[src/rtl/timing_wheel_timeout_table_assert.svh]
// ----------------------------------------------------------------------------
// timing_wheel_timeout_table_assert
// Assertion macros shared by the timeout table RTL.
// ----------------------------------------------------------------------------
`ifndef TIMING_WHEEL_TIMEOUT_TABLE_ASSERT_SVH
`define TIMING_WHEEL_TIMEOUT_TABLE_ASSERT_SVH

// Same-cycle implication, checked out of reset.
`define TTW_ASSERT_SAME(lbl, clk, rst_n, ante, cons) \
    lbl: assert property (@(posedge clk) disable iff (!rst_n) (ante) |-> (cons)) \
        else $error("timeout table check failed");

// Next-cycle implication, checked out of reset.
`define TTW_ASSERT_NEXT(lbl, clk, rst_n, ante, cons) \
    lbl: assert property (@(posedge clk) disable iff (!rst_n) (ante) |=> (cons)) \
        else $error("timeout table check failed");

`endif

[src/rtl/ttw_pkg.sv]
// ----------------------------------------------------------------------------
// ttw_pkg
// Shared types, codes and constants of the timing wheel timeout table.
// ----------------------------------------------------------------------------
`timescale 1ns / 1ps
`default_nettype none

package ttw_pkg;

    localparam int DEF_NUM_HANDLES = 64;
    localparam int DEF_WHEEL_SLOTS = 60;
    localparam int MAX_RESULTS     = 64;
    localparam int CNT_W           = $clog2(MAX_RESULTS);

    localparam int OPCODE_W   = 3;
    localparam int HANDLE_W   = 6;
    localparam int TAG_W      = 32;
    localparam int DELAY_W    = 24;
    localparam int TIME_W     = 32;
    localparam int KIND_W     = 2;

    localparam logic [OPCODE_W-1:0] OP_CREATE = 3'd0;
    localparam logic [OPCODE_W-1:0] OP_REARM  = 3'd1;
    localparam logic [OPCODE_W-1:0] OP_CANCEL = 3'd2;
    localparam logic [OPCODE_W-1:0] OP_FREE   = 3'd3;
    localparam logic [OPCODE_W-1:0] OP_LOOKUP = 3'd4;
    localparam logic [OPCODE_W-1:0] OP_TICK   = 3'd5;

    localparam logic [KIND_W-1:0] KIND_ACK     = 2'd0;
    localparam logic [KIND_W-1:0] KIND_EXPIRED = 2'd1;
    localparam logic [KIND_W-1:0] KIND_LOOKUP  = 2'd2;

    typedef enum logic [3:0] {
        S_IDLE,
        S_DISPATCH,
        S_MOD_WAIT,
        S_COMMIT,
        S_LOOKUP_RD,
        S_RESP,
        S_RESP_WAIT,
        S_SCAN_RD,
        S_SCAN_CHK,
        S_SCAN_WAIT,
        S_DONE
    } t_state;

    typedef struct packed {
        logic capture;
        logic mod_start;
        logic mod_src_now;
        logic commit;
        logic do_cancel;
        logic do_free;
        logic rd;
        logic rd_scan;
        logic scan_clr;
        logic scan_next;
        logic expire;
        logic load_resp;
        logic load_done;
    } t_cmd;

    typedef struct packed {
        logic [OPCODE_W-1:0] op;
        logic                in_range;
        logic                present;
        logic                mod_busy;
        logic                hit;
        logic                scan_end;
        logic                out_valid;
    } t_sts;

endpackage

`default_nettype wire

[src/rtl/ttw_ctrl.sv]
// ----------------------------------------------------------------------------
// ttw_ctrl
// Sequencer of the timeout table: decodes each beat and steps the datapath.
// ----------------------------------------------------------------------------
`timescale 1ns / 1ps
`default_nettype none

module ttw_ctrl (
    input  wire logic          i_clk,
    input  wire logic          i_rst_n,
    input  wire logic          i_valid,
    output logic               o_stall,
    input  wire ttw_pkg::t_sts i_sts,
    output ttw_pkg::t_cmd      o_cmd
);
    import ttw_pkg::*;

    t_state r_state;
    t_state n_state;

    always_ff @(posedge i_clk) begin
        if (!i_rst_n) begin
            r_state <= S_IDLE;
        end else begin
            r_state <= n_state;
        end
    end

    always_comb begin
        n_state = r_state;
        unique case (r_state)
            S_IDLE: begin
                if (i_valid) n_state = S_DISPATCH;
            end
            S_DISPATCH: begin
                case (i_sts.op)
                    OP_CREATE: n_state = i_sts.in_range ? S_MOD_WAIT : S_RESP;
                    OP_REARM:  n_state = i_sts.present ? S_MOD_WAIT : S_RESP;
                    OP_LOOKUP: n_state = S_LOOKUP_RD;
                    OP_TICK:   n_state = S_MOD_WAIT;
                    default:   n_state = S_RESP;
                endcase
            end
            S_MOD_WAIT: begin
                if (!i_sts.mod_busy) begin
                    n_state = (i_sts.op == OP_TICK) ? S_SCAN_RD : S_COMMIT;
                end
            end
            S_COMMIT:    n_state = S_RESP;
            S_LOOKUP_RD: n_state = S_RESP;
            S_RESP:      n_state = S_RESP_WAIT;
            S_RESP_WAIT: begin
                if (!i_sts.out_valid) n_state = S_IDLE;
            end
            S_SCAN_RD:   n_state = i_sts.scan_end ? S_DONE : S_SCAN_CHK;
            S_SCAN_CHK:  n_state = i_sts.hit ? S_SCAN_WAIT : S_SCAN_RD;
            S_SCAN_WAIT: begin
                if (!i_sts.out_valid) n_state = S_SCAN_RD;
            end
            S_DONE:      n_state = S_RESP_WAIT;
            default:     n_state = S_IDLE;
        endcase
    end

    always_comb begin
        o_cmd   = '0;
        o_stall = (r_state != S_IDLE);
        unique case (r_state)
            S_IDLE: begin
                o_cmd.capture = i_valid;
            end
            S_DISPATCH: begin
                case (i_sts.op)
                    OP_CREATE: o_cmd.mod_start = i_sts.in_range;
                    OP_REARM:  o_cmd.mod_start = i_sts.present;
                    OP_CANCEL: o_cmd.do_cancel = i_sts.present;
                    OP_FREE:   o_cmd.do_free   = i_sts.present;
                    OP_LOOKUP: o_cmd.rd        = 1'b1;
                    OP_TICK: begin
                        o_cmd.mod_start   = 1'b1;
                        o_cmd.mod_src_now = 1'b1;
                        o_cmd.scan_clr    = 1'b1;
                    end
                    default: ;
                endcase
            end
            S_COMMIT:  o_cmd.commit    = 1'b1;
            S_RESP:    o_cmd.load_resp = 1'b1;
            S_SCAN_RD: begin
                o_cmd.rd      = !i_sts.scan_end;
                o_cmd.rd_scan = 1'b1;
            end
            S_SCAN_CHK: begin
                o_cmd.expire    = i_sts.hit;
                o_cmd.scan_next = !i_sts.hit;
            end
            S_SCAN_WAIT: o_cmd.scan_next = !i_sts.out_valid;
            S_DONE:      o_cmd.load_done = 1'b1;
            default: ;
        endcase
    end

endmodule

`default_nettype wire

[config.mk]
export PLATFORM = sky130hd
export DESIGN_NAME = ttw_ctrl
export DESIGN_NICKNAME = d
export VERILOG_FILES = /design/src/rtl/timing_wheel_timeout_table_assert.svh /design/src/rtl/ttw_pkg.sv /design/src/rtl/ttw_ctrl.sv
export SDC_FILE = /design/constraint.sdc
export NUM_CORES = 1
export LEC_CHECK = 0
export BUFFER_PORTS_ARGS = -buffer_cell sky130_fd_sc_hd__buf_2
export CAP_MARGIN = 25
export CORE_MARGIN = 8
export CORE_UTILIZATION = 40
export CTS_CLUSTER_SIZE = 40
export DETAILED_ROUTE_END_ITERATION = 7
export PLACE_DENSITY_LB_ADDON = 0.15
export SYNTH_ARGS = -nofsm -noshare
export SYNTH_HDL_FRONTEND = slang
export SYNTH_SLANG_ARGS = --single-unit
[constraint.sdc]
create_clock -name i_clk -period 1.5 [get_ports i_clk]
set_clock_uncertainty 0.2 [all_clocks]
set_input_delay 0.3 -clock i_clk [delete_from_list [all_inputs] [get_ports i_clk]]
set_output_delay 0.3 -clock i_clk [all_outputs]
set_load 0.02 [all_outputs]
==> out/metrics.cfg <==
[pwr]
power_frac_seq = 0.144
swShare = 0.4180
power_density_mw_per_mm2 = 740.0
finalPower_mw = 0.9184
netSwitchingPower_mw = 0.3839
peakVddDrop_mv = 0.5056
leakage_nw = 0.5492
combPwrFrac = 0.698
pwr-share-clk = 0.158
p_int_mw = 0.5345

[synthesis]
ys_ff_latch = 4
yosys_warnings = 0
synth_xor_area_frac = 0.01566
synthesis.area_sq_um = 559.3
synth-simple-area-share = 0.4139
seq_area_frac_synth = 0.1432
synth_compound_area_frac = 0.2998
synthAdderAreaFrac = 0
synth_area_per_cell_sq_um = 6.821
synth_cells = 82
synth_nets = 94
synthMuxAreaShare = 0.03803
synth_top_family_by_area = simple AND/OR/NAND/NOR gates
synthDistinctLibCells = 34

[clocking]
cts.sinks = 4
h-tree-depth = 1
clk_path_buf_depth = 2
clock-root-buffer = clkbuf_4
cts_made_buffers = 3
clk_latency_ns = 0.25
cts-hold-fix-buffers = 0
cts_tree = yes
clk_pin_slew_ns = 0.04

[detailed_routing]
wl_per_cell_microns = 20.90
drt-vias-per-instance = 6.020
drt_iter0_markers = 55
drc = 0
vias = 897
drtAntennaViolNets = 0
wl_microns = 3114
first_pass_iters = 4

[layout]
stdcell_count = 149
post-route-util = 0.9538
n_antenna_cell = 0
area_delta_synth_final_pct = 121.9
final_nets = 148
top_register = r_state
largest_reg_flops = 4
n_fill_cell = 36
drive_gt1_frac = 0.7239
largestRegisters = r_state: 4 flops

[worst_setup_path]
critPathKind = flop to output port
crit_path_max_incr_delay_ns = 0.32
worstSetupEndpointType = output port
path_cells = and2b_2 -> buf_6 -> nand3_4 -> nor2_1 -> buf_4
cp.arrival_ns = 1.33
worstSetupStartpointType = flop
r2r_setup_slack_ns = -0.18
crit_buf_inv = 2
crit_family = simple AND/OR/NAND/NOR gates
crit_fanout = 4
critical_path_required_ns = 1.00
cp_slowest_cell = dfxtp_2

[placed_design]
dp_cells = 138
io_buffers = 25
gp_congestion = 0.8464
place_hpwl_microns = 1529

[floorplan]
start_util = 0.4298
core_region_area_sq_mm = 0.001301
die_height_microns = 53.39
pin_count = 26
die_w_microns = 53.39
dieArea_sq_mm = 0.002850
rows = 13

[sta]
fmax_mhz = 545.8
hold_viol = 0
post-route-min-period_ns = 1.832
tns_ns = -3.661
slew_violations = 0
setup_ws_ns = -0.3322
setup_viol = 18
finalCritPeriodShare = 1.221
grt_setup_unrepaired = yes
slew_headroom = 0.8116
tightest_slew_ns = 0.2827
hold-worst-slack_ns = 0.1188

[global_route]
grt_pass1_vias = 857
antenna_found_initial = 0
grt_first_pass_wirelength_microns = 4084
overflow = 0
grt_max_degree = 12
track_usage = 0.1973

[flow_run]
max_cap_viol_count = 0

[run_status]
violations = setup timing
status = finished, violations left

[hold_path]
hp-class = primary input to flop

-- cell families (layout without fill, tap and decap cells) --
logic type	Yosys count	after routing
xor gates and xnor gates	1	1
buffers and inverters	10	62
DFF	4	4
muxes	2	2
and+or+nand+nor	42	42
AOI/OAI and AO/OA	23	23
-- through the flow --
stage	area (sq um)	setup WS, ns
after floorplan	645.6	-0.05987
after global placement	923.4	-0.2216
after detailed placement	923.4	-0.2279
after CTS	1174	-0.2568
after global routing	1241	-0.3555
final	1241	-0.3322
-- cell type report --
type	instances	area [sq um]	share of cell area
multi-input cells	68	621.8	0.5010
well taps	15	18.77	0.01512
repair buffers	55	473.0	0.3810
flip-flops and latches	4	90.09	0.07258
clock buffers	3	22.52	0.01815
inverters	4	15.01	0.01210
-- power by group through the flow --
stage | clock network [mW] | registers [mW] | logic, mW
global route | 0.156 | 0.134 | 0.671
detailed placement | 0 | 0.134 | 0.424
global placement | 0 | 0.133 | 0.416
finish | 0.145 | 0.133 | 0.641
floorplan | 0 | 0.131 | 0.257
CTS | 0.144 | 0.131 | 0.554
-- synth_stat cells --
cell,number,area share
o22ai_1,1,0.011
mux2i_1,1,0.018
nor2_1,7,0.047
buf_4,2,0.027
nor2b_1,4,0.045
a211oi_2,1,0.022
buf_2,4,0.036
a21o_1,2,0.027
or2_2,1,0.011
o22ai_2,1,0.022
and2b_1,1,0.013
nor2_2,1,0.011
o211ai_1,2,0.027
nand3_1,4,0.036
nand3b_1,3,0.040
nand2b_1,5,0.056
dfxtp_1,4,0.14
mux2_1,1,0.020
o21a_1,1,0.013
and3_1,4,0.045
and2_1,2,0.022
xnor2_1,1,0.016
o21ai_1,2,0.018
nor3_1,3,0.027
o21ai_0,3,0.027
nand2_1,5,0.034
or3b_1,1,0.016
a221oi_2,1,0.027
o32ai_1,2,0.031
o21ai_2,1,0.016
or2_1,1,0.011
a21oi_1,5,0.045
inv_1,4,0.027
a22oi_1,1,0.013
-- repair_timing --
| item | 4_1_cts | 5_1_grt |
|---|---|---|
| setup endpoints to repair | 17 | 17 |
| setup buffers | 6 | 2 |
| gates resized for setup | 51 | 13 |
| pin swaps | 19 | 9 |
-- worst paths after layout --
path | startpoint | to | depth (start not counted)
max | r_state[2] | o_cmd[7] | 5
min | i_rst_n | r_state[0] | 2
min reg2reg | r_state[3] | r_state[3] | 3
max reg2reg | r_state[2] | r_state[1] | 6
-- routing by layer --
layer,vias to the layer above,global-route usage,wire length [microns]
met4,0,0.09244,187
met3,21,0.03361,273
li1,396,-,-
met5,-,0,0
met1,415,0.2160,1126
met2,65,0.3555,1527
-- cells in the final DEF (no fill, tap or decap), types with 2 or more instances in the layout --
cell / instances
buf_6: 18
clkbuf_4: 3
inv_1: 3
nor2b_1: 2
o21ai_1: 3
a21o_1: 2
dfxtp_4: 2
nand2_1: 2
nor2_4: 3
buf_4: 24
a21oi_2: 2
o211ai_1: 2
buf_2: 11
nand2_2: 2
nand2b_4: 3
nand2b_1: 2
and3_4: 4
nand3_4: 2
a21oi_1: 3
o21ai_2: 2
nor2_1: 5
dfxtp_2: 2
nand3b_1: 3
-- worst reg2reg max path: cells and delay by family (launching register included) --
kind | cells | cell delay (ns)
compound gates | 3 | 0.62
flops | 1 | 0.33
simple gates | 2 | 0.25
buf+inv | 1 | 0.16
Note: power is estimated with default switching activity, not from simulation.
